--- src/hdl/osh_pkg.sv ---
`timescale 1ns / 1ps

package osh_pkg;

    localparam int MAX_LEN     = 4096;
    localparam int TABLE_DEPTH = 4096;

    localparam int POS_W  = $clog2(MAX_LEN + 1);
    localparam int BUF_AW = $clog2(MAX_LEN);
    localparam int CNT_W  = $clog2(TABLE_DEPTH + 1);
    localparam int TBL_AW = $clog2(TABLE_DEPTH);

    localparam int HASH_W = 30;
    localparam int KEY_W  = 61;
    localparam int CHAR_W = 8;
    localparam int MUL_CW = $clog2(CHAR_W);

    localparam logic [HASH_W-1:0] MOD_A  = 30'd1000000009;
    localparam logic [HASH_W-1:0] MOD_B  = 30'd1000000007;
    localparam logic [CHAR_W-1:0] BASE_A = 8'd37;
    localparam logic [CHAR_W-1:0] BASE_B = 8'd31;

    localparam logic [CHAR_W-1:0] ALT_FIRST_RST = 8'd97;
    localparam logic [CHAR_W-1:0] ALT_LAST_RST  = 8'd99;

    localparam logic CFG_ALT_FIRST = 1'b0;
    localparam logic CFG_ALT_LAST  = 1'b1;

    typedef enum logic [2:0] {
        STS_INSERTED = 3'd0,
        STS_PRESENT  = 3'd1,
        STS_FULL     = 3'd2,
        STS_MATCH    = 3'd3,
        STS_NO_MATCH = 3'd4,
        STS_TOO_LONG = 3'd5
    } t_status;

    typedef enum logic [2:0] {
        MS_CHAR,
        MS_BASE,
        MS_QC,
        MS_QJ,
        MS_QPOW
    } t_mul_sel;

    typedef enum logic [3:0] {
        ST_IDLE,
        ST_CHAR,
        ST_MUL_C,
        ST_MUL_P,
        ST_CHK_LAST,
        ST_SC_RD,
        ST_SC_CMP,
        ST_Q_POS,
        ST_Q_RDC,
        ST_Q_MULC,
        ST_Q_MULJ,
        ST_Q_TRY,
        ST_Q_STEP,
        ST_Q_MULP,
        ST_REPORT
    } t_state;

    typedef struct packed {
        logic     acc_item;
        logic     mul_start;
        t_mul_sel mul_sel;
        logic     hash_add;
        logic     pow_load;
        logic     key_hash;
        logic     key_cand;
        logic     scan_clr;
        logic     scan_inc;
        logic     q_init;
        logic     ba_load;
        logic     cand_load;
        logic     cand_step;
        logic     qpow_load;
        logic     key_write;
        logic     status_set;
        t_status  status;
        logic     out_load;
    } t_cmd;

    typedef struct packed {
        logic mul_done;
        logic too_long;
        logic mode;
        logic last;
        logic pos_full;
        logic scan_end;
        logic scan_hit;
        logic table_full;
        logic q_end;
        logic j_over;
        logic j_eq_c;
        logic out_free;
    } t_stat;

    function automatic logic [HASH_W-1:0] add_mod(input logic [HASH_W-1:0] a,
                                                 input logic [HASH_W-1:0] b,
                                                 input logic [HASH_W-1:0] m);
        logic [HASH_W:0] s;
        s = {1'b0, a} + {1'b0, b};
        if (s >= {1'b0, m}) begin
            s = s - {1'b0, m};
        end
        return s[HASH_W-1:0];
    endfunction

    function automatic logic [HASH_W-1:0] sub_mod(input logic [HASH_W-1:0] a,
                                                 input logic [HASH_W-1:0] b,
                                                 input logic [HASH_W-1:0] m);
        logic [HASH_W-1:0] d;
        if (a >= b) begin
            d = a - b;
        end else begin
            d = a + (m - b);
        end
        return d;
    endfunction

    // One step of a most-significant-bit-first modular multiply.
    function automatic logic [HASH_W-1:0] mm_step(input logic [HASH_W-1:0] acc,
                                                 input logic [HASH_W-1:0] x,
                                                 input logic              b,
                                                 input logic [HASH_W-1:0] m);
        logic [HASH_W-1:0] dbl;
        dbl = add_mod(acc, acc, m);
        return add_mod(dbl, b ? x : '0, m);
    endfunction

endpackage

--- src/hdl/osh_ctrl.sv ---
`timescale 1ns / 1ps

module osh_ctrl import osh_pkg::*; (
    input  logic  i_clk,
    input  logic  i_rst_n,
    input  logic  i_in_valid,
    output logic  o_in_ready,
    input  t_stat i_stat,
    output t_cmd  o_cmd
);

    t_state r_state, n_state;

    always_ff @(posedge i_clk) begin
        if (!i_rst_n) begin
            r_state <= ST_IDLE;
        end else begin
            r_state <= n_state;
        end
    end

    always_comb begin
        n_state    = r_state;
        o_cmd      = '0;
        o_cmd.mul_sel = MS_CHAR;
        o_cmd.status  = STS_INSERTED;
        o_in_ready = 1'b0;
        case (r_state)
            ST_IDLE: begin
                o_in_ready = 1'b1;
                if (i_in_valid) begin
                    o_cmd.acc_item = 1'b1;
                    n_state = ST_CHAR;
                end
            end
            ST_CHAR: begin
                if (i_stat.pos_full) begin
                    n_state = ST_CHK_LAST;
                end else begin
                    o_cmd.mul_start = 1'b1;
                    o_cmd.mul_sel   = MS_CHAR;
                    n_state = ST_MUL_C;
                end
            end
            ST_MUL_C: begin
                if (i_stat.mul_done) begin
                    o_cmd.hash_add  = 1'b1;
                    o_cmd.mul_start = 1'b1;
                    o_cmd.mul_sel   = MS_BASE;
                    n_state = ST_MUL_P;
                end
            end
            ST_MUL_P: begin
                if (i_stat.mul_done) begin
                    o_cmd.pow_load = 1'b1;
                    n_state = ST_CHK_LAST;
                end
            end
            ST_CHK_LAST: begin
                if (!i_stat.last) begin
                    n_state = ST_IDLE;
                end else if (i_stat.too_long) begin
                    o_cmd.status_set = 1'b1;
                    o_cmd.status     = STS_TOO_LONG;
                    n_state = ST_REPORT;
                end else if (!i_stat.mode) begin
                    o_cmd.key_hash = 1'b1;
                    o_cmd.scan_clr = 1'b1;
                    n_state = ST_SC_RD;
                end else begin
                    o_cmd.q_init = 1'b1;
                    n_state = ST_Q_POS;
                end
            end
            ST_SC_RD: begin
                if (!i_stat.scan_end) begin
                    n_state = ST_SC_CMP;
                end else if (i_stat.mode) begin
                    n_state = ST_Q_STEP;
                end else if (i_stat.table_full) begin
                    o_cmd.status_set = 1'b1;
                    o_cmd.status     = STS_FULL;
                    n_state = ST_REPORT;
                end else begin
                    o_cmd.key_write  = 1'b1;
                    o_cmd.status_set = 1'b1;
                    o_cmd.status     = STS_INSERTED;
                    n_state = ST_REPORT;
                end
            end
            ST_SC_CMP: begin
                if (i_stat.scan_hit) begin
                    o_cmd.status_set = 1'b1;
                    o_cmd.status     = i_stat.mode ? STS_MATCH : STS_PRESENT;
                    n_state = ST_REPORT;
                end else begin
                    o_cmd.scan_inc = 1'b1;
                    n_state = ST_SC_RD;
                end
            end
            ST_Q_POS: begin
                if (i_stat.q_end) begin
                    o_cmd.status_set = 1'b1;
                    o_cmd.status     = STS_NO_MATCH;
                    n_state = ST_REPORT;
                end else begin
                    n_state = ST_Q_RDC;
                end
            end
            ST_Q_RDC: begin
                o_cmd.mul_start = 1'b1;
                o_cmd.mul_sel   = MS_QC;
                n_state = ST_Q_MULC;
            end
            ST_Q_MULC: begin
                if (i_stat.mul_done) begin
                    o_cmd.ba_load   = 1'b1;
                    o_cmd.mul_start = 1'b1;
                    o_cmd.mul_sel   = MS_QJ;
                    n_state = ST_Q_MULJ;
                end
            end
            ST_Q_MULJ: begin
                if (i_stat.mul_done) begin
                    o_cmd.cand_load = 1'b1;
                    n_state = ST_Q_TRY;
                end
            end
            ST_Q_TRY: begin
                if (i_stat.j_over) begin
                    o_cmd.mul_start = 1'b1;
                    o_cmd.mul_sel   = MS_QPOW;
                    n_state = ST_Q_MULP;
                end else if (i_stat.j_eq_c) begin
                    n_state = ST_Q_STEP;
                end else begin
                    o_cmd.key_cand = 1'b1;
                    o_cmd.scan_clr = 1'b1;
                    n_state = ST_SC_RD;
                end
            end
            ST_Q_STEP: begin
                o_cmd.cand_step = 1'b1;
                n_state = ST_Q_TRY;
            end
            ST_Q_MULP: begin
                if (i_stat.mul_done) begin
                    o_cmd.qpow_load = 1'b1;
                    n_state = ST_Q_POS;
                end
            end
            ST_REPORT: begin
                if (i_stat.out_free) begin
                    o_cmd.out_load = 1'b1;
                    n_state = ST_IDLE;
                end
            end
            default: begin
                n_state = ST_IDLE;
            end
        endcase
    end

endmodule

--- config.mk ---
export PLATFORM = sky130hd
export DESIGN_NAME = osh_ctrl
export DESIGN_NICKNAME = d
export VERILOG_FILES = /design/src/hdl/osh_pkg.sv /design/src/hdl/osh_ctrl.sv
export SDC_FILE = /design/constraint.sdc
export NUM_CORES = 1
export LEC_CHECK = 0
export BUFFER_PORTS_ARGS = -buffer_cell sky130_fd_sc_hd__buf_4
export CORE_AREA = 2 2 44 46
export CTS_CLUSTER_SIZE = 12
export DETAILED_ROUTE_END_ITERATION = 12
export DIE_AREA = 0 0 46 48
export HOLD_SLACK_MARGIN = 0.08
export PLACE_DENSITY_LB_ADDON = 0.2
export SYNTH_ARGS = -nofsm -noshare
export SYNTH_HDL_FRONTEND = slang
export SYNTH_SLANG_ARGS = --single-unit
--- constraint.sdc ---
create_clock -name i_clk -period 1.9 [get_ports i_clk]
set_input_delay 0.095 -clock i_clk [delete_from_list [all_inputs] [get_ports i_clk]]
set_output_delay 0.095 -clock i_clk [all_outputs]
set_load 0.01 [all_outputs]
==> results of run 1 <==
[critical path: stages, from the launching register on]
cell and delay (ns):
dfxtp_1 0.52, inv_1 0.20, and3_1 0.23, or3_1 0.32, buf_4 0.15
[cells by family after synthesis]
| logic type | Yosys count | share of synthesized area, % |
|---|---|---|
| compound gates | 31 | 29.58 |
| xor+xnor | 1 | 1.233 |
| buf+inv | 16 | 10.92 |
| flops | 4 | 11.27 |
| mux | 2 | 2.817 |
| simple gates | 62 | 44.19 |
[cell type report]
cell class                 instances  area (µm²)  area share (%)
multi-input combinational         96       553.0           52.93
timing repair buffer              45       337.8           32.34
sequential                         4       83.83           8.024
inverter                           7       26.28           2.515
clock buffer                       3       22.52           2.156
tap                               17       21.27           2.036
[through the flow]
step	hold slack, ns	power, µW	util (%)	setup slack (ns)
finish	0.1026	905.3	61.85	0.1449
global route	0.1164	983.9	61.85	0.03455
CTS	0.1020	897.2	61.70	0.02456
detailed placement	0.3532	782.8	60.30	0.1542
global placement	0.3446	776.6	60.30	0.2031
floorplan	0.2293	563.7	-	0.3815
[synthesized netlist by cell type]
library cell and count:
nor2_1 15, nand2_1 14, o21ai_0 9, inv_1 7
nand2b_1 6, nor2b_1 6, nor3_1 6, o22ai_1 6
buf_2 5, dfxtp_1 4, a21oi_1 3, nand3_1 3
and2_1 2, clkbuf_1 2, mux2i_1 2, nand4_1 2
o31ai_1 2, or3_1 2, a211o_2 1, a211oi_1 1
a21oi_2 1, a222oi_1 1, a31o_1 1, a31oi_1 1
a32o_1 1, and3_1 1, and4_1 1, buf_4 1
buf_6 1, nand4b_1 1, nor4_1 1, o211ai_1 1
o221ai_1 1, o311a_1 1, o32a_1 1, or2_2 1
or4_4 1, xnor2_1 1
[repair_timing]
item,in CTS,in global routing
pin swaps,0,0
gates resized for setup,1,2
gates cloned,0,0
endpoints found under the setup margin,2,3
[worst paths after layout]
kind | endpoint | slack (ns) | cells after the start
max | o_cmd[4] | 0.14 | 4
min | r_state[0]$_SDFFE_PN0P_ | 0.10 | 2
max reg2reg | r_state[0]$_SDFFE_PN0P_ | 0.26 | 5
min reg2reg | r_state[2]$_SDFFE_PN0P_ | 0.66 | 2
[routing by layer]
| metal | up-vias | wire, µm |
|---|---|---|
| met1 | 449 | 947 |
| li1 | 501 | - |
| met5 | - | 0 |
| met2 | 39 | 1116 |
| met3 | 4 | 147 |
| met4 | 0 | 33 |
[where the power goes]
group          total [µW]  leakage [µW]  internal [µW]  switching, µW
combinational         584      0.000427            302            282
sequential            209     0.0000338            112           96.5
clock                 113     0.0000138           71.1           41.6
total                 905      0.000475            485            420
==> flow_summary.yaml, run 1 <==
worst_setup_path:
  cp_max_fo: 12
  worst-setup-path-type: "reg2out"
  startpoint: "r_state[3]$_SDFFE_PN0P_"
  required_ns: 1.80
  startpoint_type: "flip-flop"
  arrival_ns: 1.66
  worst_setup_path_end_kind: "output port"
  r2r-start: "r_state[3]$_SDFFE_PN0P_"
synth:
  ys_warn_count: 0
  synth_seq_cells: 4
  syn_nets: 131
  synth_top_area_share_pct: 11.27
  synthDominantAreaCellType: "dfxtp_1"
  netlist_instances: 116
  synth_area_per_cell_um2: 6.127
  syn-cell-area_um2: 710.7
  yosysSeqAreaShare_pct: 11.27
  yosys-top-cells-area: "dfxtp_1 (11%), nor2_1 (7.9%), nand2_1 (7.4%), o21ai_0 (6.3%), nand2b_1 (5.3%)"
  ys_types: 38
die:
  die_area_um2: 2208
  die-width_um: 46
  die_y_um: 48
  row_count: 15
  fp.coreArea_um2: 1689
  boundaryPins: 38
  initial_core_util_pct: 42.07
route:
  drt_iter0_drc: 25
  antenna_left: 0
  avgViaCountPerCell: 5.773
  wl_per_cell_um: 13.04
  dr_total_vias: 993
  drc: 0
  postRouteWirelength_um: 2243
  drtPass1Iterations: 4
cts:
  clockBufferDepth: 2
  path_clk_slew_ns: 0.04
  holdBufCountCts: 0
  insertion_delay_ns: 0.24
  root_buffer: "clkbuf_4"
  clock-sinks: 4
  cts_setup_buffers: 0
  cts_made_buffers: 3
  cts_tree: "yes"
  htreeDepth: 1
finish:
  layout_commonest_cell: "buf_4"
  design_area_um2: 1045
  antennaDiodeCount: 0
  largest_reg_flops: 4
  top_regs: "r_state (4)"
  mostFrequentLayoutCells: "buf_4 (45), nor2_1 (15), nand2_1 (14), o21ai_0 (9), inv_1 (7)"
  syn_to_final_growth_pct: 47.01
  top_register: "r_state"
  nets: 172
  instances_no_fill: 172
  nFillCells: 169
  drive_above_1_share_pct: 35.48
min_path:
  worstHoldStart: "i_rst_n"
  hold_path_class: "in2reg"
placed_design:
  placed_area_um2: 1018
  portBuffers: 37
  hpwl_um: 1773
  place_inst: 169
  gp_congestion: 0.8576
global_route:
  gr-usage-met2_pct: 35.83
  grt_use_total_pct: 21.73
  grt_overflow: 0
  met1_usage_pct: 29.80
  antenna_found_initial: 0
  grt_pass1_wl_um: 3532
  met3_usage_pct: 1.132
  grt_max_degree: 22
  grt_pass1_vias: 813
  busiest_layer: "met2"
sta:
  finalSetupTns_ns: 0
  skew_ns: 0.001987
  fin_crit_sh_pct: 92.37
  worst_pin_slew_ns: 0.3526
  fmax_mhz: 569.8
  relSlewSlack_pct: 76.49
  rsz0062_at_grt: "no"
  hold_viol: 0
  min_period_ns: 1.755
  finalSetupViolCount: 0
  final_max_slew_viol_count: 0
pwr:
  p_leak_uw: 0.0004750
  ir_drop_mv: 0.4218
  cellPowerDensity_nw_per_um2: 866.5
flow_run:
  max_cap_violations: 0
run_status:
  status: "completed"
Power figures use the tool's default switching activity.
==> inputs of run 2 (changes only) <==
--- a/config.mk
+++ b/config.mk
@@ -6,10 +6,10 @@
 export NUM_CORES = 1
 export LEC_CHECK = 0
 export BUFFER_PORTS_ARGS = -buffer_cell sky130_fd_sc_hd__buf_4
-export CORE_AREA = 2 2 44 46
+export CORE_AREA = 4 4 46 48
 export CTS_CLUSTER_SIZE = 12
 export DETAILED_ROUTE_END_ITERATION = 12
-export DIE_AREA = 0 0 46 48
+export DIE_AREA = 0 0 50 52
 export HOLD_SLACK_MARGIN = 0.08
 export PLACE_DENSITY_LB_ADDON = 0.2
 export SYNTH_ARGS = -nofsm -noshare
==> run 2 against run 1 <==
Compared with the run above: global-route usage decreased by 2.3 points; cell area is 0.36% lower; first-iteration DRC count increased by 8.0%; critical path depth up 1; wire length grew 8.6%; clock power down 4%; die area is 18% higher; sequential share of layout area increased by 0.15 points; total power shrank 2.4%; flip-flop and latch count is the same; register-to-register slack better by 0.04 ns; largest cell class unchanged.
==> flow_summary.yaml, run 2 (synthesized netlist as in run 1, its figures left out) <==
placed_design:
  placed_area_um2: 1013
  portBuffers: 37
  gp_congestion: 0.8776
  hpwl_um: 1904
worst_setup_path:
  arrival_ns: 1.68
  cpMostUsedCell: "buf_4"
  worst-setup-path-type: "reg2out"
  cp_cell_sequence: "buf_4 -> nor2b_1 -> and3_1 -> or3_1 -> buf_4"
  path_delay_family: "simple AND/OR/NAND/NOR gates"
  cp_slowest_cell: "dfxtp_2"
  cp_max_fo: 16
  slowest_delay_ns: 0.50
  worst_setup_path_end_kind: "output port"
  startpoint_type: "flip-flop"
  required_ns: 1.80
  crit_buf_inv: 2
sta:
  relSlewSlack_pct: 75.81
  rsz0062_at_grt: "no"
  finalSetupViolCount: 0
  final_max_slew_viol_count: 0
  finalSetupTns_ns: 0
  skew_ns: 0.0005295
  worst_pin_slew_ns: 0.3629
  fin_crit_sh_pct: 93.30
  min_period_ns: 1.773
  hold_viol: 0
  fmax_mhz: 564.1
  whs_ns: 0.1068
cts:
  holdBufCountCts: 0
  clock-sinks: 4
  htreeDepth: 1
  cts_setup_buffers: 0
  cts_made_buffers: 3
  root_buffer: "clkbuf_4"
  clockBufferDepth: 2
  insertion_delay_ns: 0.24
  cts_tree: "yes"
  path_clk_slew_ns: 0.04
finish:
  top_regs: "r_state (4)"
  antennaDiodeCount: 0
  final_util_pct: 60.95
  syn_to_final_growth_pct: 46.48
  largest_reg_flops: 4
  layout_commonest_cell: "buf_4"
  nFillCells: 181
  drive_above_1_share_pct: 35.29
  design_area_um2: 1041
  mostFrequentLayoutCells: "buf_4 (43), nor2_1 (15), nand2_1 (14), o21ai_0 (9), inv_1 (7)"
  nets: 170
  top_register: "r_state"
die:
  fp.coreArea_um2: 1708
  die_area_um2: 2600
  initial_core_util_pct: 41.61
  die-width_um: 50
  row_count: 15
  die_y_um: 52
  boundaryPins: 38
route:
  dr_total_vias: 1002
  wl_per_cell_um: 13.69
  drt_iter0_drc: 27
  drc: 0
  antenna_left: 0
  drtPass1Iterations: 4
  postRouteWirelength_um: 2436
  avgViaCountPerCell: 5.629
global_route:
  grt_pass1_vias: 941
  grt_use_total_pct: 19.48
  antenna_found_initial: 0
  grt_overflow: 0
  grt_max_degree: 22
  grt_pass1_wl_um: 4050
min_path:
  hold_path_class: "in2reg"
pwr:
  cellPowerDensity_nw_per_um2: 848.7
  ir_drop_mv: 0.5144
  total_power_uw: 883.4
  p_leak_uw: 0.0004652
flow_run:
  max_cap_violations: 0
run_status:
  status: "completed"
-- run 2: cell count changes in the layout (fill, tap and decap cells not counted), sizes merged --
| cell | delta |
|---|---|
| buf | -2 |
-- run 2: layout make-up --
| cell class | count | area, µm² | area share (%) |
|---|---|---|---|
| repair buffers | 43 | 322.8 | 31.01 |
| well taps | 25 | 31.28 | 3.005 |
| clock buffers | 3 | 22.52 | 2.163 |
| multi-input cells | 96 | 553.0 | 53.12 |
| inverters | 7 | 26.28 | 2.524 |
| flip-flops and latches | 4 | 85.08 | 8.173 |
-- run 2: worst paths after layout --
path,startpoint,endpoint,slack (ns),cells past startpoint
max,r_state[0]$_SDFFE_PN0P_,o_cmd[4],0.13,5
min,i_rst_n,r_state[0]$_SDFFE_PN0P_,0.11,2
max reg2reg,r_state[1]$_SDFFE_PN0P_,r_state[0]$_SDFFE_PN0P_,0.30,5
min reg2reg,r_state[3]$_SDFFE_PN0P_,r_state[2]$_SDFFE_PN0P_,0.61,2
-- run 2: routing by layer --
layer | vias to the layer above | routed length (µm) | track usage, % | share of wire, %
met5 | - | 0 | 0 | 0
met4 | 0 | 30 | 4.608 | 1.2
met3 | 7 | 209 | 4.871 | 8.6
met2 | 47 | 1159 | 32.17 | 48
met1 | 452 | 1036 | 25.13 | 43
li1 | 496 | - | - | -
-- run 2: worst register-to-register path: cells and delay by family, from the launching register on --
family	cells	cell delay (ns)
flops	1	0.42
compound gates	4	0.53
simple gates	1	0.55
-- run 2: stage by stage --
stage	instances	worst slack [ns]
2_1_floorplan	116	0.3815
3_3_place_gp	175	0.1960
3_5_place_dp	175	0.1387
4_1_cts	178	0.1086
5_1_grt	178	0.01443
6_report	178	0.1273
-- run 2: power by group --
part	switching, µW	leakage, µW	internal, µW
combinational	276	0.000417	281
sequential	105	0.0000344	112
clock	38.2	0.0000138	70.9
-- run 2: what timing repair did --
item,4_1_cts,5_1_grt
endpoints found under the setup margin,4,1
resized for setup,3,1
gates cloned,0,0
==> inputs of run 3 (changes only) <==
--- a/config.mk
+++ b/config.mk
@@ -6,10 +6,10 @@
 export NUM_CORES = 1
 export LEC_CHECK = 0
 export BUFFER_PORTS_ARGS = -buffer_cell sky130_fd_sc_hd__buf_4
-export CORE_AREA = 4 4 46 48
+export CORE_AREA = 4 4 48 50
 export CTS_CLUSTER_SIZE = 12
 export DETAILED_ROUTE_END_ITERATION = 12
-export DIE_AREA = 0 0 50 52
+export DIE_AREA = 0 0 52 54
 export HOLD_SLACK_MARGIN = 0.08
 export PLACE_DENSITY_LB_ADDON = 0.2
 export SYNTH_ARGS = -nofsm -noshare
==> constraint.sdc (replaced) <==
create_clock -name i_clk -period 1.5 [get_ports i_clk]
set_input_delay 0.075 -clock i_clk [delete_from_list [all_inputs] [get_ports i_clk]]
set_output_delay 0.075 -clock i_clk [all_outputs]
set_load 0.01 [all_outputs]
==> run 3 against run 2 <==
Compared with the run above: the flow now finishes with violations (setup timing); non-clock buffer count is 25 higher; global-route usage up 4.1 points; first-iteration DRC count increased by 67%; cell count increased by 15%; clock power up 34%; critical path depth increased by 2; worst setup slack worse by 0.31 ns; register-to-register slack worse by 0.48 ns; via count grew 21%; critical path type is now reg2reg; critical endpoint is now r_state[0]$_SDFFE_PN0P_; largest cell class unchanged.
==> flow_summary.yaml, run 3 (synthesized netlist as in run 1, its figures left out) <==
run_status:
  status: "finished, violations left"
  violations: "setup timing"
finish:
  syn_to_final_growth_pct: 110.7
  multi_input_area_um2: 757.0
  nets: 195
  largest_reg_flops: 4
  seqCellArea_um2: 95.09
  design_area_um2: 1498
  nFillCells: 140
  layout_commonest_cell: "buf_4"
  top_register: "r_state"
  mostFrequentLayoutCells: "buf_4 (61), nor2_1 (12), nand2_1 (9), inv_1 (6), o21ai_0 (5)"
  drive_above_1_share_pct: 65.17
  antennaDiodeCount: 0
  final_util_pct: 78.75
  top_regs: "r_state (4)"
cts:
  cts_tree: "yes"
  insertion_delay_ns: 0.24
  clockBufferDepth: 2
  path_clk_slew_ns: 0.05
  root_buffer: "clkbuf_4"
  cts_made_buffers: 3
  htreeDepth: 1
  clock-sinks: 4
route:
  dr_total_vias: 1216
  avgViaCountPerCell: 5.932
  drc: 0
  antenna_left: 0
  postRouteWirelength_um: 3748
  drt_iter0_drc: 45
  drtPass1Iterations: 5
  wl_per_cell_um: 18.28
worst_setup_path:
  cp_max_fo: 5
  worst-setup-path-type: "reg2reg"
  arrival_ns: 1.81
  worst_setup_path_end_kind: "flip-flop"
  startpoint_type: "flip-flop"
  required_ns: 1.62
sta:
  relSlewSlack_pct: 69.88
  fin_crit_sh_pct: 112.1
  rsz0062_at_grt: "yes"
  min_period_ns: 1.682
  finalSetupViolCount: 9
  worst_pin_slew_ns: 0.4518
  final_max_slew_viol_count: 0
  fmax_mhz: 594.7
  final.setup.worst_slack_ns: -0.1816
  skew_ns: 0.005195
  hold_viol: 0
global_route:
  grt_use_total_pct: 23.54
  grt_max_degree: 10
  grt_overflow: 0
  grt_pass1_vias: 1108
  grt_pass1_wl_um: 4933
  antenna_found_initial: 0
die:
  boundaryPins: 38
  initial_core_util_pct: 37.37
  die_area_um2: 2808
  die_y_um: 54
  fp.coreArea_um2: 1902
  row_count: 16
  die-width_um: 52
min_path:
  hold_path_class: "in2reg"
placed_design:
  placed_area_um2: 1126
  hpwl_um: 2067
  gp_congestion: 0.9339
  portBuffers: 37
  dp_slack_ns: -0.03275
pwr:
  cellPowerDensity_nw_per_um2: 1241
  ir_drop_mv: 0.7070
  p_leak_uw: 0.0006730
flow_run:
  max_cap_violations: 0
==> run 3: cell types whose count changed in the layout (fill, tap and decap cells not counted), sizes merged <==
cell    before  now
clkbuf       3    4
buf         43   67
==> run 3: power by group <==
part / switching (µW) / internal, µW / total (µW)
registers: 63.6 / 151 / 214
clock network: 56.1 / 90.4 / 146
logic: 730 / 769 / 1500
total: 849 / 1010 / 1860
==> run 3: stage by stage <==
step	hold WS (ns)	power [µW]	TNS (ns)	instances
after floorplan	0.1964	715.4	0	116
after global placement	0.3376	1118	-0.02577	190
after detailed placement	0.3367	1124	-0.05604	190
after CTS	0.08672	1451	-0.3009	203
after global routing	0.1256	1970	-1.257	205
final	0.1405	1859	-0.5992	205
==> run 3: area by class of cell <==
| cell class | instances | area share (%) |
|---|---|---|
| clock buffers | 3 | 1.504 |
| inverters | 7 | 1.754 |
| multi-input cells | 96 | 50.54 |
| flip-flops and latches | 4 | 6.349 |
| well taps | 27 | 2.256 |
| repair buffers | 68 | 37.59 |
==> run 3: worst paths after layout <==
| path | startpoint | endpoint | slack (ns) | cells after the start |
|---|---|---|---|---|
| worst max-delay path | r_state[2]$_SDFFE_PN0P_ | r_state[0]$_SDFFE_PN0P_ | -0.18 | 7 |
| worst max register to register | r_state[2]$_SDFFE_PN0P_ | r_state[0]$_SDFFE_PN0P_ | -0.18 | 7 |
| worst min-delay path | i_rst_n | r_state[0]$_SDFFE_PN0P_ | 0.14 | 2 |
| worst min register to register | r_state[3]$_SDFFE_PN0P_ | r_state[3]$_SDFFE_PN0P_ | 0.69 | 2 |
==> run 3: timing repair <==
| item | in CTS | in global routing |
|---|---|---|
| setup endpoints to repair | 21 | 21 |
| resized for setup | 20 | 48 |
| setup buffers | 10 | 1 |
| pin swaps | 10 | 14 |
| gates cloned | 1 | 1 |
| hold buffers | 0 | 0 |
==> run 3: worst max-delay path, cell delays in order (launching register included) <==
cell,delay [ns]
dfxtp_4,0.36
buf_12,0.13
buf_4,0.15
buf_4,0.14
o31ai_1,0.31
a211o_2,0.21
a31oi_1,0.05
a31o_1,0.20
==> run 3: layer usage <==
metal | GRT usage, % | share of wire, %
met4 | 10.04 | 4.5
met3 | 3.878 | 6.4
met1 | 25.94 | 37
met5 | 0 | 0
met2 | 44.14 | 52
